## src/sv/ttk_pkg.sv

```systemverilog
// Shared types, constants and character helpers for the keyword tokenizer.
`default_nettype none

package ttk_pkg;

    localparam int LINE_BITS     = 16;
    localparam int WORD_LEN_BITS = 8;
    localparam int KW_COUNT      = 5;
    localparam int KW_MAX_LEN    = 16;
    localparam int QUEUE_DEPTH   = 4;
    localparam int QUEUE_PTR_W   = $clog2(QUEUE_DEPTH);
    localparam int QUEUE_CNT_W   = $clog2(QUEUE_DEPTH + 1);

    typedef enum logic [1:0] {
        MODE_IDLE    = 2'd0,
        MODE_WORD    = 2'd1,
        MODE_COMMENT = 2'd2
    } scan_mode_t;

    typedef enum logic [3:0] {
        TK_END          = 4'd0,
        TK_COLON        = 4'd1,
        TK_AT           = 4'd2,
        TK_COMMA        = 4'd3,
        TK_SEMICOLON    = 4'd4,
        TK_OPEN         = 4'd5,
        TK_CLOSE        = 4'd6,
        TK_KW_END       = 4'd7,
        TK_KW_PART_A    = 4'd8,
        TK_KW_PART_B    = 4'd9,
        TK_KW_PREF_A    = 4'd10,
        TK_KW_PREF_B    = 4'd11,
        TK_WORD         = 4'd12,
        TK_ERROR        = 4'd13
    } token_kind_t;

    typedef struct packed {
        token_kind_t token_kind;
        logic [7:0]  word_length;
        logic [15:0] line_num;
        logic [7:0]  error_char;
        logic        last;
    } token_t;

    localparam logic [7:0] CH_HASH      = 8'h23;
    localparam logic [7:0] CH_PLUS      = 8'h2B;
    localparam logic [7:0] CH_COLON     = 8'h3A;
    localparam logic [7:0] CH_AT        = 8'h40;
    localparam logic [7:0] CH_COMMA     = 8'h2C;
    localparam logic [7:0] CH_SEMICOLON = 8'h3B;
    localparam logic [7:0] CH_OPEN      = 8'h28;
    localparam logic [7:0] CH_CLOSE     = 8'h29;
    localparam logic [7:0] CH_NEWLINE   = 8'h0A;
    localparam logic [7:0] CH_SPACE     = 8'h20;

    // Keyword text, right-justified: the last character sits in bits [7:0].
    localparam logic [8*KW_MAX_LEN-1:0] KW_STR [KW_COUNT] = '{
        "End", "PartitionA", "PartitionB", "PreferenceListsA", "PreferenceListsB"
    };
    localparam int KW_LEN [KW_COUNT] = '{3, 10, 10, 16, 16};
    localparam token_kind_t KW_KIND [KW_COUNT] = '{
        TK_KW_END, TK_KW_PART_A, TK_KW_PART_B, TK_KW_PREF_A, TK_KW_PREF_B
    };

    // Character at position pos of keyword k; valid only for pos below its length.
    function automatic logic [7:0] kw_char(input int k, input logic [3:0] pos);
        logic [3:0] off;
        off = 4'(KW_LEN[k] - 1) - pos;
        return KW_STR[k][{off, 3'b000} +: 8];
    endfunction

    function automatic logic is_alnum(input logic [7:0] c);
        return (c >= 8'h30 && c <= 8'h39) || (c >= 8'h41 && c <= 8'h5A) ||
               (c >= 8'h61 && c <= 8'h7A);
    endfunction

    function automatic logic is_space(input logic [7:0] c);
        return (c == CH_SPACE) || (c >= 8'h09 && c <= 8'h0D);
    endfunction

endpackage

`default_nettype wire

```

## src/sv/ttk_if.sv

```systemverilog
// Valid/ready channel interfaces for text bytes in and tokens out.
`default_nettype none

interface ttk_char_if;
    logic       valid;
    logic       ready;
    logic [7:0] char_code;
    logic       end_of_input;

    modport source (output valid, output char_code, output end_of_input, input ready);
    modport sink   (input valid, input char_code, input end_of_input, output ready);
endinterface

interface ttk_token_if;
    logic        valid;
    logic        ready;
    logic [3:0]  token_kind;
    logic [7:0]  word_length;
    logic [15:0] line_num;
    logic [7:0]  error_char;
    logic        last;

    modport source (output valid, output token_kind, output word_length,
                    output line_num, output error_char, output last, input ready);
    modport sink   (input valid, input token_kind, input word_length,
                    input line_num, input error_char, input last, output ready);
endinterface

`default_nettype wire

```

## src/sv/ttk_core.sv

```systemverilog
// Scanner state and per-byte token decode, up to two tokens per byte.
`default_nettype none

module ttk_core (
    input  logic            clk,
    input  logic            rst_n,
    input  logic            advance,
    input  logic [7:0]      char_code,
    input  logic            end_of_input,
    output ttk_pkg::token_t tok0,
    output ttk_pkg::token_t tok1,
    output logic [1:0]      tok_count
);
    import ttk_pkg::*;

    localparam logic [LINE_BITS-1:0]     LINE_MAX = '1;
    localparam logic [WORD_LEN_BITS-1:0] WORD_MAX = '1;

    scan_mode_t               mode_reg,  mode_next;
    logic [WORD_LEN_BITS-1:0] count_reg, count_next;
    logic [KW_COUNT-1:0]      alive_reg, alive_next;
    logic [LINE_BITS-1:0]     line_reg,  line_next;

    logic [WORD_LEN_BITS-1:0] match_pos;
    logic [KW_COUNT-1:0]      match_mask;
    logic [15:0]              line_sat;
    logic [LINE_BITS-1:0]     line_bumped;
    logic [WORD_LEN_BITS-1:0] count_inc;
    token_t                   word_tok;
    token_t                   one_tok;
    logic                     has_one;
    logic                     flush;

    assign line_sat    = (32'(line_reg) > 32'hFFFF) ? 16'hFFFF : 16'(line_reg);
    assign line_bumped = (line_reg == LINE_MAX) ? line_reg : line_reg + 1'b1;
    assign count_inc   = (count_reg == WORD_MAX) ? count_reg : count_reg + 1'b1;
    assign match_pos   = (mode_reg == MODE_WORD) ? count_reg : '0;

    // Keep keyword k alive while the byte matches its character at this position.
    always_comb
    begin
        for (int k = 0; k < KW_COUNT; k++)
        begin
            match_mask[k] = (32'(match_pos) < 32'(KW_LEN[k])) &&
                            (kw_char(k, match_pos[3:0]) == char_code);
        end
    end

    // Token for the pending word; the lowest matching keyword wins.
    always_comb
    begin
        word_tok             = '0;
        word_tok.token_kind  = TK_WORD;
        word_tok.word_length = (32'(count_reg) > 32'hFF) ? 8'hFF : 8'(count_reg);
        word_tok.line_num    = line_sat;
        for (int k = KW_COUNT - 1; k >= 0; k--)
        begin
            if (alive_reg[k] && (32'(count_reg) == 32'(KW_LEN[k])))
            begin
                word_tok.token_kind  = KW_KIND[k];
                word_tok.word_length = 8'd0;
            end
        end
    end

    always_comb
    begin
        mode_next  = mode_reg;
        count_next = count_reg;
        alive_next = alive_reg;
        line_next  = line_reg;
        tok0       = '0;
        tok1       = '0;
        tok_count  = 2'd0;
        one_tok    = '0;
        one_tok.line_num = line_sat;
        has_one    = 1'b0;
        flush      = 1'b0;

        if (end_of_input)
        begin
            one_tok.token_kind = TK_END;
            one_tok.last       = 1'b1;
            if (mode_reg == MODE_WORD)
            begin
                tok0      = word_tok;
                tok1      = one_tok;
                tok_count = 2'd2;
            end
            else
            begin
                tok0      = one_tok;
                tok_count = 2'd1;
            end
            mode_next  = MODE_IDLE;
            count_next = '0;
            alive_next = '1;
            line_next  = LINE_BITS'(1);
        end
        else if (mode_reg == MODE_COMMENT)
        begin
            if (char_code == CH_NEWLINE)
            begin
                mode_next = MODE_IDLE;
                line_next = line_bumped;
            end
        end
        else if ((mode_reg == MODE_WORD) && (is_alnum(char_code) || char_code == CH_PLUS))
        begin
            alive_next = alive_reg & match_mask;
            count_next = count_inc;
        end
        else
        begin
            // Close any pending word, then handle the byte on its own.
            flush      = (mode_reg == MODE_WORD);
            mode_next  = MODE_IDLE;
            count_next = '0;
            alive_next = '1;
            priority if (is_space(char_code))
            begin
                if (char_code == CH_NEWLINE)
                    line_next = line_bumped;
            end
            else if (char_code == CH_HASH)
            begin
                mode_next = MODE_COMMENT;
            end
            else if (char_code == CH_COLON)
            begin
                one_tok.token_kind = TK_COLON;
                has_one = 1'b1;
            end
            else if (char_code == CH_AT)
            begin
                one_tok.token_kind = TK_AT;
                has_one = 1'b1;
            end
            else if (char_code == CH_COMMA)
            begin
                one_tok.token_kind = TK_COMMA;
                has_one = 1'b1;
            end
            else if (char_code == CH_SEMICOLON)
            begin
                one_tok.token_kind = TK_SEMICOLON;
                has_one = 1'b1;
            end
            else if (char_code == CH_OPEN)
            begin
                one_tok.token_kind = TK_OPEN;
                has_one = 1'b1;
            end
            else if (char_code == CH_CLOSE)
            begin
                one_tok.token_kind = TK_CLOSE;
                has_one = 1'b1;
            end
            else if (is_alnum(char_code))
            begin
                mode_next  = MODE_WORD;
                count_next = WORD_LEN_BITS'(1);
                alive_next = match_mask;
            end
            else
            begin
                one_tok.token_kind = TK_ERROR;
                one_tok.error_char = char_code;
                has_one = 1'b1;
            end

            one_tok.last = 1'b1;
            if (flush)
            begin
                tok0      = word_tok;
                tok0.last = !has_one;
                tok1      = one_tok;
                tok_count = has_one ? 2'd2 : 2'd1;
            end
            else
            begin
                tok0      = one_tok;
                tok_count = has_one ? 2'd1 : 2'd0;
            end
        end
    end

    always_ff @(posedge clk or negedge rst_n)
    begin
        if (!rst_n)
        begin
            mode_reg  <= MODE_IDLE;
            count_reg <= '0;
            alive_reg <= '1;
            line_reg  <= LINE_BITS'(1);
        end
        else if (advance)
        begin
            mode_reg  <= mode_next;
            count_reg <= count_next;
            alive_reg <= alive_next;
            line_reg  <= line_next;
        end
    end

endmodule

`default_nettype wire

```

## src/sv/ttk_out_fifo.sv

```systemverilog
// Small token queue that takes up to two tokens a cycle and hands out one.
`default_nettype none

module ttk_out_fifo (
    input  logic            clk,
    input  logic            rst_n,
    input  logic [1:0]      push_count,
    input  ttk_pkg::token_t push0,
    input  ttk_pkg::token_t push1,
    output logic            room2,
    output logic            head_valid,
    input  logic            head_ready,
    output ttk_pkg::token_t head
);
    import ttk_pkg::*;

    token_t                 entry_reg [QUEUE_DEPTH];
    logic [QUEUE_PTR_W-1:0] wr_ptr_reg, wr_ptr_next;
    logic [QUEUE_PTR_W-1:0] rd_ptr_reg, rd_ptr_next;
    logic [QUEUE_CNT_W-1:0] count_reg, count_next;
    logic                   pop;
    logic [QUEUE_PTR_W-1:0] wr_ptr_plus1;

    assign head_valid   = (count_reg != '0);
    assign head         = entry_reg[rd_ptr_reg];
    assign pop          = head_valid && head_ready;
    assign room2        = (32'(count_reg) <= QUEUE_DEPTH - 2);
    assign wr_ptr_plus1 = wr_ptr_reg + 1'b1;

    always_comb
    begin
        wr_ptr_next = wr_ptr_reg + QUEUE_PTR_W'(push_count);
        rd_ptr_next = pop ? rd_ptr_reg + 1'b1 : rd_ptr_reg;
        count_next  = count_reg + QUEUE_CNT_W'(push_count) - QUEUE_CNT_W'(pop);
    end

    always_ff @(posedge clk or negedge rst_n)
    begin
        if (!rst_n)
        begin
            wr_ptr_reg <= '0;
            rd_ptr_reg <= '0;
            count_reg  <= '0;
        end
        else
        begin
            wr_ptr_reg <= wr_ptr_next;
            rd_ptr_reg <= rd_ptr_next;
            count_reg  <= count_next;
        end
    end

    always_ff @(posedge clk)
    begin
        if (push_count != 2'd0)
            entry_reg[wr_ptr_reg] <= push0;
        if (push_count == 2'd2)
            entry_reg[wr_ptr_plus1] <= push1;
    end

endmodule

`default_nettype wire

```

## src/sv/text_tokenizer_keywords.sv

```systemverilog
// Top level of the streaming keyword tokenizer.
//
// char_in takes one text byte per beat (char_code), or an end-of-stream mark
// (end_of_input) that flushes any pending word, emits an end token and
// returns the scanner to its reset state. token_out gives one token per beat;
// the last token caused by a byte carries last = 1, and bytes that only move
// the scanner (whitespace, comment text, word characters) give none.
// A byte is held in the byte register and decoded there by the scanner; its
// tokens are written into the token queue, whose head drives token_out.
// Throughput: one byte per cycle. A byte that both ends a word and yields
// a token of its own pushes two tokens, but it always follows a word byte
// that pushes none, so the four-entry token queue keeps up and the input never
// stalls while the receiver takes a token every cycle. The byte register takes
// a byte whenever it is empty or its byte moves on, so the input stays ready
// while a token waits on a stalled receiver, until the queue lacks room for
// two more tokens.
// Reset clears the byte register, the queue and the scanner: idle mode,
// empty word, all keywords alive, line one.
`default_nettype none

module text_tokenizer_keywords (
    input  logic       clk,
    input  logic       rst_n,
    ttk_char_if.sink   char_in,
    ttk_token_if.source token_out
);
    import ttk_pkg::*;

    logic       byte_valid_reg;
    logic [7:0] byte_char_reg;
    logic       byte_eoi_reg;
    logic       room2;
    logic       advance;
    token_t     tok0;
    token_t     tok1;
    logic [1:0] tok_count;
    logic [1:0] push_count;
    token_t     head;

    assign advance       = byte_valid_reg && room2;
    assign char_in.ready = !byte_valid_reg || room2;
    assign push_count    = advance ? tok_count : 2'd0;

    always_ff @(posedge clk or negedge rst_n)
    begin
        if (!rst_n)
            byte_valid_reg <= 1'b0;
        else if (char_in.ready)
            byte_valid_reg <= char_in.valid;
    end

    always_ff @(posedge clk)
    begin
        if (char_in.valid && char_in.ready)
        begin
            byte_char_reg <= char_in.char_code;
            byte_eoi_reg  <= char_in.end_of_input;
        end
    end

    ttk_core u_core (
        .clk          (clk),
        .rst_n        (rst_n),
        .advance      (advance),
        .char_code    (byte_char_reg),
        .end_of_input (byte_eoi_reg),
        .tok0         (tok0),
        .tok1         (tok1),
        .tok_count    (tok_count)
    );

    ttk_out_fifo u_out_fifo (
        .clk        (clk),
        .rst_n      (rst_n),
        .push_count (push_count),
        .push0      (tok0),
        .push1      (tok1),
        .room2      (room2),
        .head_valid (token_out.valid),
        .head_ready (token_out.ready),
        .head       (head)
    );

    assign token_out.token_kind  = head.token_kind;
    assign token_out.word_length = head.word_length;
    assign token_out.line_num    = head.line_num;
    assign token_out.error_char  = head.error_char;
    assign token_out.last        = head.last;

endmodule

`default_nettype wire

```

## src/flat_wrapper.sv

```systemverilog
// flat-port wrapper written by rule: the top's interface ports become plain ports
module text_tokenizer_keywords_flat import ttk_pkg::*;
  (clk, rst_n, char_in_valid, char_in_char_code, char_in_end_of_input, char_in_ready, token_out_valid, token_out_token_kind, token_out_word_length, token_out_line_num, token_out_error_char, token_out_last, token_out_ready);
  ttk_char_if char_in_i ();
  ttk_token_if token_out_i ();
  input  logic clk;
  input  logic rst_n;
  input wire logic [$bits(char_in_i.valid)-1:0] char_in_valid;
  input wire logic [$bits(char_in_i.char_code)-1:0] char_in_char_code;
  input wire logic [$bits(char_in_i.end_of_input)-1:0] char_in_end_of_input;
  output wire logic [$bits(char_in_i.ready)-1:0] char_in_ready;
  output wire logic [$bits(token_out_i.valid)-1:0] token_out_valid;
  output wire logic [$bits(token_out_i.token_kind)-1:0] token_out_token_kind;
  output wire logic [$bits(token_out_i.word_length)-1:0] token_out_word_length;
  output wire logic [$bits(token_out_i.line_num)-1:0] token_out_line_num;
  output wire logic [$bits(token_out_i.error_char)-1:0] token_out_error_char;
  output wire logic [$bits(token_out_i.last)-1:0] token_out_last;
  input wire logic [$bits(token_out_i.ready)-1:0] token_out_ready;
  assign char_in_i.valid = char_in_valid;
  assign char_in_i.char_code = char_in_char_code;
  assign char_in_i.end_of_input = char_in_end_of_input;
  assign char_in_ready = char_in_i.ready;
  assign token_out_valid = token_out_i.valid;
  assign token_out_token_kind = token_out_i.token_kind;
  assign token_out_word_length = token_out_i.word_length;
  assign token_out_line_num = token_out_i.line_num;
  assign token_out_error_char = token_out_i.error_char;
  assign token_out_last = token_out_i.last;
  assign token_out_i.ready = token_out_ready;
  text_tokenizer_keywords u_core (.clk(clk), .rst_n(rst_n), .char_in(char_in_i), .token_out(token_out_i));
endmodule
```

## config.mk

```make
export PLATFORM = sky130hd
export DESIGN_NAME = text_tokenizer_keywords_flat
export DESIGN_NICKNAME = d
export VERILOG_FILES = /design/src/sv/ttk_pkg.sv /design/src/sv/ttk_if.sv /design/src/sv/ttk_core.sv /design/src/sv/ttk_out_fifo.sv /design/src/sv/text_tokenizer_keywords.sv /design/src/flat_wrapper.sv
export SDC_FILE = /design/constraint.sdc
export NUM_CORES = 1
export LEC_CHECK = 0
export BUFFER_PORTS_ARGS = -buffer_cell sky130_fd_sc_hd__buf_2
export CAP_MARGIN = 0
export CELL_PAD_IN_SITES_DETAIL_PLACEMENT = 0
export CELL_PAD_IN_SITES_GLOBAL_PLACEMENT = 1
export CORE_ASPECT_RATIO = 1.5
export CORE_MARGIN = 5
export CORE_UTILIZATION = 36
export CTS_CLUSTER_DIAMETER = 100
export CTS_CLUSTER_SIZE = 20
export DETAILED_ROUTE_END_ITERATION = 7
export PLACE_DENSITY_LB_ADDON = 0.2
export SLEW_MARGIN = 40
export SYNTH_ARGS = -nofsm -noshare
export SYNTH_HDL_FRONTEND = slang
export SYNTH_SLANG_ARGS = --single-unit
```

## constraint.sdc

```tcl
create_clock -name clk -period 6 [get_ports clk]
set_input_delay 0.9 -clock clk [delete_from_list [all_inputs] [get_ports clk]]
set_output_delay 0.9 -clock clk [all_outputs]
set_load 0.01 [all_outputs]
```

Word-level counts from Yosys, hierarchy flattened
Memory sizes are Yosys's and may differ from the RTL's.
Cells that the tools add are included.
- flip-flop bits (word level): 48
- latch bits: 0
- bits in writable memories: 148
- memory bits (read-only): 0
- input port bits: 13
- memories kept: 1
- $add $sub $neg: 10
- multipliers: 0
- div/mod/pow operators: 0
- $lt $le $gt $ge: 12
- eq/ne operators: 27
- shift operators: 5
- muxes and demuxes: 102
- bitwise operators: 1
- reductions and logical operators: 32
- memory list (name ; words ; width ; read ports ; clocked after Yosys merged registers in ; write ports ; line ; source):
    u_core.u_out_fifo.entry_reg ; 4 ; 37 ; 1 ; 0 ; 2 ; ttk_out_fifo.sv:17 ; token_t entry_reg [QUEUE_DEPTH];
- operator list (kind ; number):
    128-bit by 8-bit indexed part select with 8-bit output, first input constant ; 5
    37-bit 2-to-1 mux ; 9
    8-bit 2-to-1 mux ; 14
    16-bit 2-to-1 mux ; 6
    8-bit by 6-bit == test with 1-bit output, second input constant ; 8
    5-bit 2-to-1 mux ; 12
    12-bit 2-to-1 mux ; 4
    8-bit == test ; 5
    4-bit 2-to-1 mux ; 9
    1-bit 2-to-1 mux ; 33
    2-bit 2-to-1 mux ; 13
    25-bit 2-to-1 mux ; 1
    1-bit logical AND ; 18
    16-bit by 1-bit adder with 16-bit output, second input constant ; 1
    16-bit == test, second input constant ; 1
    8-bit by 4-bit == test with 1-bit output, second input constant ; 2
    8-bit by 7-bit greater-or-equal comparator with 1-bit output, second input constant ; 2
    8-bit by 7-bit less-or-equal comparator with 1-bit output, second input constant ; 2
    11-bit 2-to-1 mux ; 1
    3-bit AND reduction ; 3
    8-bit by 1-bit adder with 8-bit output, second input constant ; 1
    8-bit by 2-bit == test with 1-bit output, second input constant ; 1
    8-bit by 5-bit == test with 1-bit output, second input constant ; 1
    8-bit by 7-bit == test with 1-bit output, second input constant ; 1
    other kinds (26) ; 36

Depth between registers and ports, before layout
Gate-level depths: netlist of run 1.
- depth after elaboration: 25
- gate-level depth with buffers: 15

Hierarchy
A second synthesis of run 1 with hierarchy kept.
- cells, all modules: 923
- area, all modules: 12020.3 um2
- by module, submodules not included (module ; instances ; cells each ; area an instance (um2)):
    ttk_out_fifo ; 1 ; 401 ; 7886.3
    ttk_core ; 1 ; 506 ; 3791.1
    text_tokenizer_keywords ; 1 ; 16 ; 342.8

Least setup slack after synthesis of run 1
No wires, ideal clock.
- path type: flip-flop to flip-flop
- from: reg u_core.byte_char_reg[0]
- to: mem u_core.u_out_fifo.entry_reg[2][0] (netlist name), enable pin
- setup time: 0.386 ns
- data arrival time: 3.675 ns
- data required time: 5.614 ns
- setup slack: 1.939 ns
- cell stages (with the launch flop): 13
- period minus slack after synthesis: 4.061 ns
- cells stage by stage: edfxtp_1 -> or4_4 -> nor2_4 -> o21ai_0 -> nor2_1 -> ha_1 -> nand3_1 -> a21o_1 -> o32ai_4 -> nand2_1 -> buf_4 -> buf_2 -> nand2_1
- RTL lines (what ; line ; source):
    start: declaration ; text_tokenizer_keywords.sv:30 ; logic [7:0] byte_char_reg;
    start signal: assignment ; text_tokenizer_keywords.sv:56 ; byte_char_reg <= char_in.char_code;
    end: declaration ; ttk_out_fifo.sv:17 ;

==> results of run 1 <==
-- cells in the final DEF (no fill, tap or decap), drive strengths merged, types with 34 or more instances in the layout --
| master | count |
|---|---|
| nand2 | 57 |
| nor2b | 47 |
| inv | 34 |
| nor3 | 45 |
| a21oi | 60 |
| nor2 | 48 |
| mux4 | 38 |
| buf | 68 |
| edfxtp | 125 |
| o21ai | 35 |
-- cells by family after synthesis --
logic type      count (synthesis)
mux                            44
flops                         196
fa+ha+maj                      24
xor+xnor                       36
simple gates                  331
compound gates                227
buf+inv                       100
-- layout make-up --
class                      count  area, sq um  share of cell area, %
sequential                   196         5383                  45.10
multi-input combinational    662         5011                  41.99
timing repair buffer          68        402.9                  3.376
clock buffer                  18        429.2                  3.596
tap                          395        494.2                  4.141
inverter                      26        97.59                 0.8178
clock inverter                14        116.4                 0.9751
-- path summary, 6_finish.rpt --
kind | startpoint | endpoint | slack, ns
worst max-delay path | u_core.byte_char_reg[4] | u_core.u_out_fifo.entry_reg[0][13] | 1.20
min in group asynchronous | rst_n | u_core.u_out_fifo.rd_ptr_reg[1] | 0.50
max in group asynchronous | rst_n | u_core.u_core.line_reg[13] | 5.07
worst min-delay path | u_core.u_out_fifo.entry_reg[2][31] | u_core.u_out_fifo.entry_reg[2][31] | 0.48
worst max register to register | u_core.byte_char_reg[4] | u_core.u_out_fifo.entry_reg[0][13] | 1.20
worst min register to register | u_core.u_out_fifo.entry_reg[2][31] | u_core.u_out_fifo.entry_reg[2][31] | 0.48
-- critical path, delay by kind of cell, from the launching register on --
kind | cells | cell delay [ns]
adder cells (fa/ha/maj) | 1 | 0.22
AND/OR/NAND/NOR | 6 | 1.84
buffers and inverters | 1 | 0.40
AO/OA/AOI/OAI | 3 | 1.26
flip-flops | 1 | 0.69
-- synthesized netlist by cell type (14+ instances only) --
master,count,area share (%)
a21boi_0,14,0.97
a21oi_1,60,2.8
a31o_2,31,2.5
buf_2,16,0.74
clkbuf_1,37,1.3
dfrtp_1,33,7.6
dfxtp_1,32,5.9
edfxtp_1,125,35
ha_1,23,2.7
inv_1,26,0.90
mux4_2,38,7.9
nand2_1,55,1.9
nand3_1,28,1.3
nand4_1,20,1.2
nor2_1,46,1.6
nor2b_1,47,2.7
nor3_1,45,2.1
o21ai_0,34,1.6
o22ai_1,17,0.98
xnor2_1,24,1.9
-- metrics by stage --
| step | hold WS, ns | util (%) | worst slack, ns | total power (uW) |
|---|---|---|---|---|
| after CTS | 0.4820 | 40.35 | 1.202 | 4853 |
| after global routing | 0.5007 | 40.35 | 0.9334 | 5064 |
| after detailed placement | 0.4655 | 38.50 | 1.218 | 3761 |
| after global placement | 0.4563 | 38.37 | 1.361 | 3739 |
| final | 0.4827 | 40.35 | 1.205 | 4781 |
| after floorplan | 0.4434 | - | 1.939 | 3181 |
-- layer usage --
metal / wire length [um] / part of all wire, %
met3: 958 / 3.2
met2: 16930 / 56
met1: 11450 / 38
met4: 741 / 2.5
met5: 0 / 0
-- report_power, final --
part           internal [uW]  total, uW  leakage (uW)  switching [uW]
clock                    542       1090      0.000264             547
combinational            650       1670       0.00186            1020
sequential              1750       2020       0.00193             272
total                   2950       4780       0.00405            1840
==> results.md, run 1 <==
- Hpwl dp: ~22 mm
- Hold/Removal Path Class: reg2reg
- Setup TNS: 0 ns
- Post-DP Area: between 0.01 and 0.015 sq mm
- Flops & latches, synth: 196
- Startpoint Class: flip-flop
- Critical-path top delay cell: edfxtp_1
- TritonCTS Buffers: 17
- Clock skew: about 0.012 ns
- Fillers: around 2900
- Die height: roughly 220 um
- Clock sink count: slightly below 200
- Final min period: ~4.8 ns
- IO buf count: 51
- Syn avg cell area: between 10 and 15 sq um
- Met3 Usage GRT: 3.322%
- DRC: 0
- Mux share of post-synthesis cell area: 8.469%
- Final nets: just over 1000
- Worst skew pair latency: 0.46 ns
- Peak VDD IR: 0.2174 mV
- Compound-Gate Fraction of Synth Area: 14.51%
- Dominant register cell in the synthesized netlist: edfxtp_1
- Area delta synth->final: 10.05%
- Hold Fails Final Rpt: 0
- Grt met1 use: between 20% and 30%
- Layout cells sized above 1: 21.14%
- Reg clk slew, reported paths: 0.07 ns
- Vias per inst: around 5.6
- Netlist Area Pre-Place: 0.01084 sq mm
- GRT overflow: 0
- Fmax: around 210 MHz
- Vias in the first global route: 8047
- Post-route cell area: roughly 0.012 sq mm
- First-pass GRT wire length: between 40 and 50 mm
- Yosys cell types: 84
- First-pass iteration count of the detailed router: 5
- CORE AREA: around 0.030 sq mm
- Die ar.: 0.03377 sq mm
- H-tree levels: 4
- Final WL: 30.08 mm
- Setup CP Type: reg2reg
- Vias: between 7000 and 8000
- Clock buffer depth: 2
- Synth Area in XOR/XNOR: approximately 2.9%
- Post-CTS sizing: 0
- Crit path DAT: a little under 5 ns
- Placed cell count: around 1300
- Max Cap Viol: 0
- Crit path largest cell delay: around 0.69 ns
- Critical Path Sink Type: flip-flop
- Post-synth EDFFs: 125
- Post-CTS Hold Buffers: 0
- Gpl congestion: ~0.84
- Antenna viol nets, final: 0
- Slew headroom: a little over two fifths
- Root Buffer: clkbuf_16
- Routing usage on met2: between 30% and 40%
- Filler-free cell count of the finished design: 1379
- Post-Syn Nets: between 900 and 1000
- Synth Area in Simple Gates: between 10% and 20%
- N_diodes: 0
- Adder-cell share of the synthesized area: 2.838%
- Ys Warns: 0
- Setup Buffers After CTS: 0
- Cell Chain, Critical Path: or4_4 > nor2_4 > o21ai_0 > nor2_1 > ha_1 > nand3_1 > a21o_1 > o32ai_4 > nand2_2 > nand2_1 > buf_4
- Final Slew Violations: 0
- Fin crit share: roughly four fifths
- Starting Density: between 30 and 40%
- # setup viols final: 0
- Pwr Density: about 400 mW/mm^2
- Total GRT Usage: 18.54%
- Status: finished clean
- CTS tree: done
- Avg WL per Cell: 21.81 um
- Largest net degree at the start of global routing: 40
- Row count: a little under 80
- Hold depth: 1
- Register area share after synthesis: between 40% and 50%
- RSZ-0062 raised after global routing: no
- Largest family of logic cells by synthesized area: simple AND/OR/NAND/NOR gates
- Worst Path Max Fanout: 29
- Slew @ Worst Pin: roughly 0.84 ns
- Max reg flops: roughly 150
- Busiest layer in global routing: met2
- Die width: roughly 150 um
- Lkg Pwr: slightly above 0.004 uW
- CP required: between 6 and 7 ns
- Post-synth ARST share: about a fifth
- Boundary pin count: between 50 and 60
- Antenna violations before repair: 0
- R2r worst-path depth: 11
- Iteration-0 DRC Markers: 440
- Cells after Synth: roughly 960
(Power assumes the default switching activity.)
==> run 2: changes to the inputs <==
- clock period: 6 -> 4.25 ns (I/O delays scaled with it)
==> run 2 against run 1 <==
  * Critical path depth unchanged
  * Core utilization up 0.54 points
  * Sequential share of layout area is 0.59 points lower
  * Hold slack worse by 0.31 ns
  * Critical path type unchanged
  * Largest power group unchanged
==> results.md, run 2 (synthesis results as in run 1) <==
- Status: finished clean
- Largest delay share family, worst path: simple AND/OR/NAND/NOR gates
- Slew headroom: 44.35% (+1.2 points)
- Setup TNS: 0 ns (unchanged)
- Peak VDD IR: 0.3015 mV (+39%)
- Hold Fails Final Rpt: 0 (unchanged)
- Die width: 151.7 um (unchanged)
- CORE AREA: 0.02958 sq mm (unchanged)
- Reg clk slew, reported paths: 0.07 ns (about the same)
- IO buf count: 51 (unchanged)
- Largest net degree at the start of global routing: 40 (unchanged)
- Area delta synth->final: 11.51%
- Pwr Density: 566.5 mW/mm^2 (+41%)
- Final min period: 3.786 ns (-1.010 ns)
- R2r worst-path depth: 11 (unchanged)
- Clock sink count: 196 (unchanged)
- Vias in the first global route: 8323 (+3.4%)
- Post-CTS Hold Buffers: 0 (unchanged)
- Final Slew Violations: 0 (unchanged)
- TritonCTS Buffers: 17 (unchanged)
- Crit path DAT: 3.89 ns (-1.01 ns)
- Antenna viol nets, final: 0 (unchanged)
- Slew @ Worst Pin: 0.8330 ns (-0.01201 ns)
- Lkg Pwr: 0.004139 uW (+2.1%)
- Hpwl dp: 21.54 mm (-0.32%)
- Avg WL per Cell: 21.64 um (-0.79%)
- Cell Chain, Critical Path: nor3b_1 > nand4_1 > nand4_1 > nor2_1 > ha_1 > a21o_1 > o311ai_1 > o32ai_4 > nand2_1 > nand2_1 > buf_4
- Layout cells sized above 1: 22.59% (+1.4 points)
- Antenna violations before repair: 0 (unchanged)
- Total GRT Usage: 18.53% (about the same)
- Iteration-0 DRC Markers: 431 (-2.0%)
- Setup crit end: u_core.u_out_fifo.entry_reg[2][4]
- Commonest non-fill, non-tap cell in the layout: edfxtp_1
- Gpl congestion: 0.8616 (+2.4%)
- Post-route cell area: 0.01209 sq mm (+1.3%)
- Starting Density: 36.66% (unchanged)
- N_diodes: 0 (unchanged)
- Flop-to-flop setup slack: 0.46 ns (-0.74 ns)
- RSZ-0062 raised after global routing: no
- Post-CTS sizing: 0 (unchanged)
- Row count: 77 (unchanged)
- Critical Path Sink Type: flip-flop
- # setup viols final: 0 (unchanged)
- Final WL: 30.29 mm (+0.72%)
- Final nets: 1029 (+2.1%)
- First-pass iteration count of the detailed router: 5 (unchanged)
- Worst Path Max Fanout: 29 (unchanged)
- Clock skew: 0.008939 ns (-0.002871 ns)
- GRT overflow: 0 (unchanged)
- Startpoint Class: flip-flop
- Fin crit share: 89.07% (+9.2 points)
- Max Cap Viol: 0 (unchanged)
- Clock buffer depth: 2 (unchanged)
- Worst skew pair latency: 0.46 ns (about the same)
- Crit path depth: 11 (unchanged)
- H-tree levels: 4 (unchanged)
- Design Power: 6851 uW (+43%)
- Most frequent cells in the layout: 125 x edfxtp_1, 59 x a21oi_1, 55 x nand2_1
- First-pass GRT wire length: 47.65 mm (+0.54%)
- Setup Buffers After CTS: 0 (unchanged)
- Hold/Removal Path Class: in2async
- R2R Path Start: u_core.byte_char_reg[5]
- Crit path largest cell delay: 0.75 ns (+0.06 ns)
- Fmax: 264.2 MHz (+27%)
- Max reg flops: 148 (unchanged)
- Die ar.: 0.03377 sq mm (unchanged)
- CTS tree: done
- DRC: 0 (unchanged)
- Root Buffer: clkbuf_16
- Worst setup path start: u_core.byte_char_reg[5]
- Vias: 7863 (+1.9%)
- CP required: 4.35 ns (-1.75 ns)
- Vias per inst: 5.616 (+0.32%)
- Post-DP Area: 0.01153 sq mm (+1.2%)
- Crit Reg-Reg Endpoint: u_core.u_out_fifo.entry_reg[2][4]
- Worst Path Buf+Inv: 1 (unchanged)
- Critical-path top delay cell: nor3b_1
- Setup CP Type: reg2reg
- Boundary pin count: 52 (unchanged)
- Die height: 222.6 um (unchanged)
## run 2: cell count changes in the layout (fill, tap and decap cells not counted), moves of 2 or more
cell        change
inv_6           -6
clkbuf_1        +2
buf_4          +24
clkinvlp_4      +2
## run 2: area by class of cell
cell class | instances | area (sq um)
flip-flops and latches | 196 | 5383
clock inverters | 11 | 106.4
fillers | 2899 | 17480
clock buffers | 21 | 450.4
inverters | 26 | 97.59
repair buffers | 89 | 546.8
multi-input cells | 662 | 5015
well taps | 395 | 494.2
## run 2: layer usage
metal  up-vias  GRT usage [%]  routed length, um
li1       3718              -                  -
met1      3922          20.28              11430
met2       166          34.48              17020
met3        57          2.364                794
met4         0          8.964               1049
met5         -              0                  0
## run 2: worst min-delay path by stage
stage                                        from                                  to  slack, ns
6_report                                    rst_n     u_core.u_out_fifo.rd_ptr_reg[1]       0.17
5_1_grt                                     rst_n     u_core.u_out_fifo.rd_ptr_reg[1]       0.21
4_1_cts                                     rst_n     u_core.u_out_fifo.rd_ptr_reg[1]       0.19
3_5_place_dp   u_core.u_out_fifo.entry_reg[3][32]  u_core.u_out_fifo.entry_reg[3][32]       0.47
3_3_place_gp   u_core.u_out_fifo.entry_reg[3][32]  u_core.u_out_fifo.entry_reg[3][32]       0.45
2_1_floorplan                               rst_n               u_core.byte_valid_reg       0.34
## run 2: through the flow
stage	utilization, %	instances	hold WS (ns)	setup slack [ns]
floorplan	-	958	0.3419	0.1886
global placement	38.94	1368	0.4542	0.5095
detailed placement	38.97	1368	0.4655	0.4722
CTS	40.86	1400	0.1899	0.4665
global route	40.89	1400	0.2090	0.1692
finish	40.89	1400	0.1686	0.4644
## run 2: where the power goes
part	internal (uW)	switching [uW]	total, uW
Sequential	2480	298	2770
Clock	825	724	1550
Combinational	961	1570	2530
==> run 3: changes to the inputs <==
- CORE_ASPECT_RATIO: 1.5 -> 1.1
- CORE_MARGIN: 5 -> 2
- CTS_BUF_LIST: unset -> sky130_fd_sc_hd__clkbuf_2
==> run 3 against run 2 <==
  * First-iteration DRC count increased by 25%
  * Wire length is 0.33% lower
  * Cell count is 0.93% lower
  * Global-route usage up 1.3 points
  * Core utilization is 0.76 points lower
  * Setup slack got worse by 0.090 ns
  * Die area shrank 6.6%
==> results.md, run 3 (synthesis results as in run 1) <==
- Fmax: 258.0 MHz (-2.3%)
- IO buf count: 51 (unchanged)
- R2R Path Start: u_core.byte_char_reg[3]
- Pwr Density: 538.0 mW/mm^2 (-5.0%)
- Slew headroom: 45.70% (+1.4 points)
- Final nets: 1036 (+0.68%)
- Hold/Removal Path Class: in2reg
- Root Buffer: clkbuf_2
- CP required: 4.91 ns (+0.56 ns)
- Max reg flops: 148 (unchanged)
- First-pass GRT wire length: 47.35 mm (-0.62%)
- Hold EP: u_core.u_out_fifo.rd_ptr_reg[0]
- Gpl congestion: 0.8137 (-5.6%)
- Largest net degree at the start of global routing: 40 (unchanged)
- Antenna viol nets, final: 0 (unchanged)
- TritonCTS Buffers: 17 (unchanged)
- Layout cells sized above 1: 22.33% (-0.26 points)
- Die height: 186.0 um (-16%)
- Flop pwr share: 43.9% (+3.4 points)
- CTS tree: done
- Worst skew pair latency: 0.83 ns (+0.37 ns)
- Die ar.: 0.03153 sq mm (-6.6%)
- Cell Chain, Critical Path: or4_4 > nor2_4 > o21ai_0 > nor2_1 > ha_1 > nand3_1 > a21o_1 > o32ai_4 > buf_4 > nand3_1 > a21boi_1
- Switching part of the total power: 40.58% (+2.8 points)
- CORE AREA: 0.02965 sq mm (+0.23%)
- Most frequent cells in the layout: 125 x edfxtp_1, 59 x a21oi_1, 55 x nand2_1
- Starting Density: 36.58% (-0.085 points)
- Setup slack at placement: 0.4361 ns (-0.03609 ns)
- Avg WL per Cell: 21.77 um (+0.60%)
- Final Slew Violations: 0 (unchanged)
- Status: finished clean
- Final WL: 30.19 mm (-0.33%)
- Cell mode on critical path: nand3_1
- Vias per inst: 5.733 (+2.1%)
- # setup viols final: 0 (unchanged)
- First-pass iteration count of the detailed router: 5 (unchanged)
- Clock skew: 0.06657 ns (+0.05763 ns)
- Min-delay src: token_out_ready
- Die width: 169.5 um (+12%)
- Crit path largest cell delay: 0.60 ns (-0.15 ns)
- Antenna violations before repair: 1 (+1)
- Final min period: 3.876 ns (+0.08993 ns)
- Hpwl dp: 20.22 mm (-6.1%)
- Flop-to-flop setup slack: 0.37 ns (-0.09 ns)
- Iteration-0 DRC Markers: 537 (+25%)
- H-tree levels: 4 (unchanged)
- Setup TNS: 0 ns (unchanged)
- Startpoint Class: flip-flop
- Slew @ Worst Pin: 0.8084 ns (-0.02454 ns)
- Worst Path Max Fanout: 9 (-69%)
- R2r worst-path depth: 11 (unchanged)
- Vias: 7951 (+1.1%)
- PnR worst setup slack: 0.3745 ns (-0.08993 ns)
- Commonest non-fill, non-tap cell in the layout: edfxtp_1
- RSZ-0062 raised after global routing: no
- Post-CTS sizing: 0 (unchanged)
- Net Sw Power: 2597 uW (+0.33%)
- Peak VDD IR: 0.2231 mV (-26%)
- Fin crit share: 91.19% (+2.1 points)
- Comb pwr share: 39.4% (+2.5 points)
- DRC: 0 (unchanged)
- Hold depth: 3
- Hold Fails Final Rpt: 0 (unchanged)
- Boundary pin count: 52 (unchanged)
- Crit Reg-Reg Endpoint: u_core.u_out_fifo.entry_reg[0][8]
- GRT overflow: 0 (unchanged)
- Total GRT Usage: 19.85% (+1.3 points)
- Vias in the first global route: 8004 (-3.8%)
- Area delta synth->final: 9.692%
- Critical Path Sink Type: flip-flop
- Int Pwr: 3803 uW (-11%)
- Reg clk slew, reported paths: 0.29 ns (+0.22 ns)
- Clock buffer depth: 2 (unchanged)
- Max Cap Viol: 0 (unchanged)
- Clock sink count: 196 (unchanged)
- Row count: 66 (-14%)
- Crit path DAT: 4.53 ns (+0.64 ns)
- Critical-path top delay cell: edfxtp_1
- Lkg Pwr: 0.004081 uW (-1.4%)
- Fillers: 2903 (+0.14%)
- Setup CP Type: reg2reg
- Design Power: 6400 uW (-6.6%)
- Worst hold slack: 0.1690 ns (+0.0004010 ns)
- Clk network pwr share: 16.7% (-5.9 points)
run 3: layout make-up:
type | count | area, sq um | area share, %
multi-input combinational | 662 | 5015 | 42.16
tap | 374 | 467.9 | 3.934
sequential | 196 | 5383 | 45.25
antenna | 1 | 2.502 | 0.02104
clock inverter | 15 | 209.0 | 1.757
inverter | 26 | 97.59 | 0.8204
timing repair buffer | 96 | 635.6 | 5.343
clock buffer | 17 | 85.08 | 0.7153
run 3: stage by stage:
step / utilization [%] / cells / cell area [sq um]
after floorplan: - / 958 / 10840
after global placement: 38.70 / 1343 / 11470
after detailed placement: 38.74 / 1343 / 11480
after CTS: 40.10 / 1386 / 11890
after global routing: 40.12 / 1387 / 11900
final: 40.12 / 1387 / 11900
run 3: power by group through the flow:
stage / registers, uW / clock network [uW] / logic (uW)
floorplan: 2610 / 0 / 1880
global placement: 2840 / 0 / 2540
detailed placement: 2860 / 0 / 2540
CTS: 2810 / 1110 / 2550
global route: 2860 / 1190 / 2750
finish: 2810 / 1070 / 2520
run 3: worst max-delay path by stage:
stage / slack (ns) / end / startpoint / depth (start not counted)
6_report: 0.37 / u_core.u_out_fifo.entry_reg[0][8] / u_core.byte_char_reg[3] / 11
5_1_grt: 0.07 / u_core.u_out_fifo.entry_reg[0][8] / u_core.byte_char_reg[3] / 11
4_1_cts: 0.35 / u_core.u_out_fifo.entry_reg[1][4] / u_core.byte_char_reg[3] / 11
3_5_place_dp: 0.44 / u_core.u_out_fifo.entry_reg[1][4] / u_core.byte_char_reg[3] / 11
3_3_place_gp: 0.57 / u_core.u_out_fifo.entry_reg[3][18] / u_core.byte_char_reg[3] / 11
2_1_floorplan: 0.19 / u_core.u_out_fifo.entry_reg[2][0] / u_core.byte_char_reg[0] / 12
run 3: repair_timing:
item	4_1_cts	5_1_grt
hold buffers	11	0
setup buffers	0	0
endpoints found under the hold margin	43	0
run 3: layer usage:
| metal | GRT usage [%] | up-vias | wire length, um |
|---|---|---|---|
| met4 | 5.197 | 0 | 364 |
| li1 | - | 3745 | - |
| met3 | 2.552 | 20 | 1062 |
| met1 | 27.71 | 4009 | 14330 |
| met2 | 32.77 | 177 | 14430 |
| met5 | 0 | - | 0 |
run 3: worst max-delay path: cells and delay by family (launching register included):
| kind | cells | cell delay (ns) |
|---|---|---|
| flip-flops | 1 | 0.60 |
| AND/OR/NAND/NOR | 5 | 1.34 |
| adder cells (fa/ha/maj) | 1 | 0.17 |
| buffers and inverters | 1 | 0.24 |
| AO/OA/AOI/OAI | 4 | 1.36 |
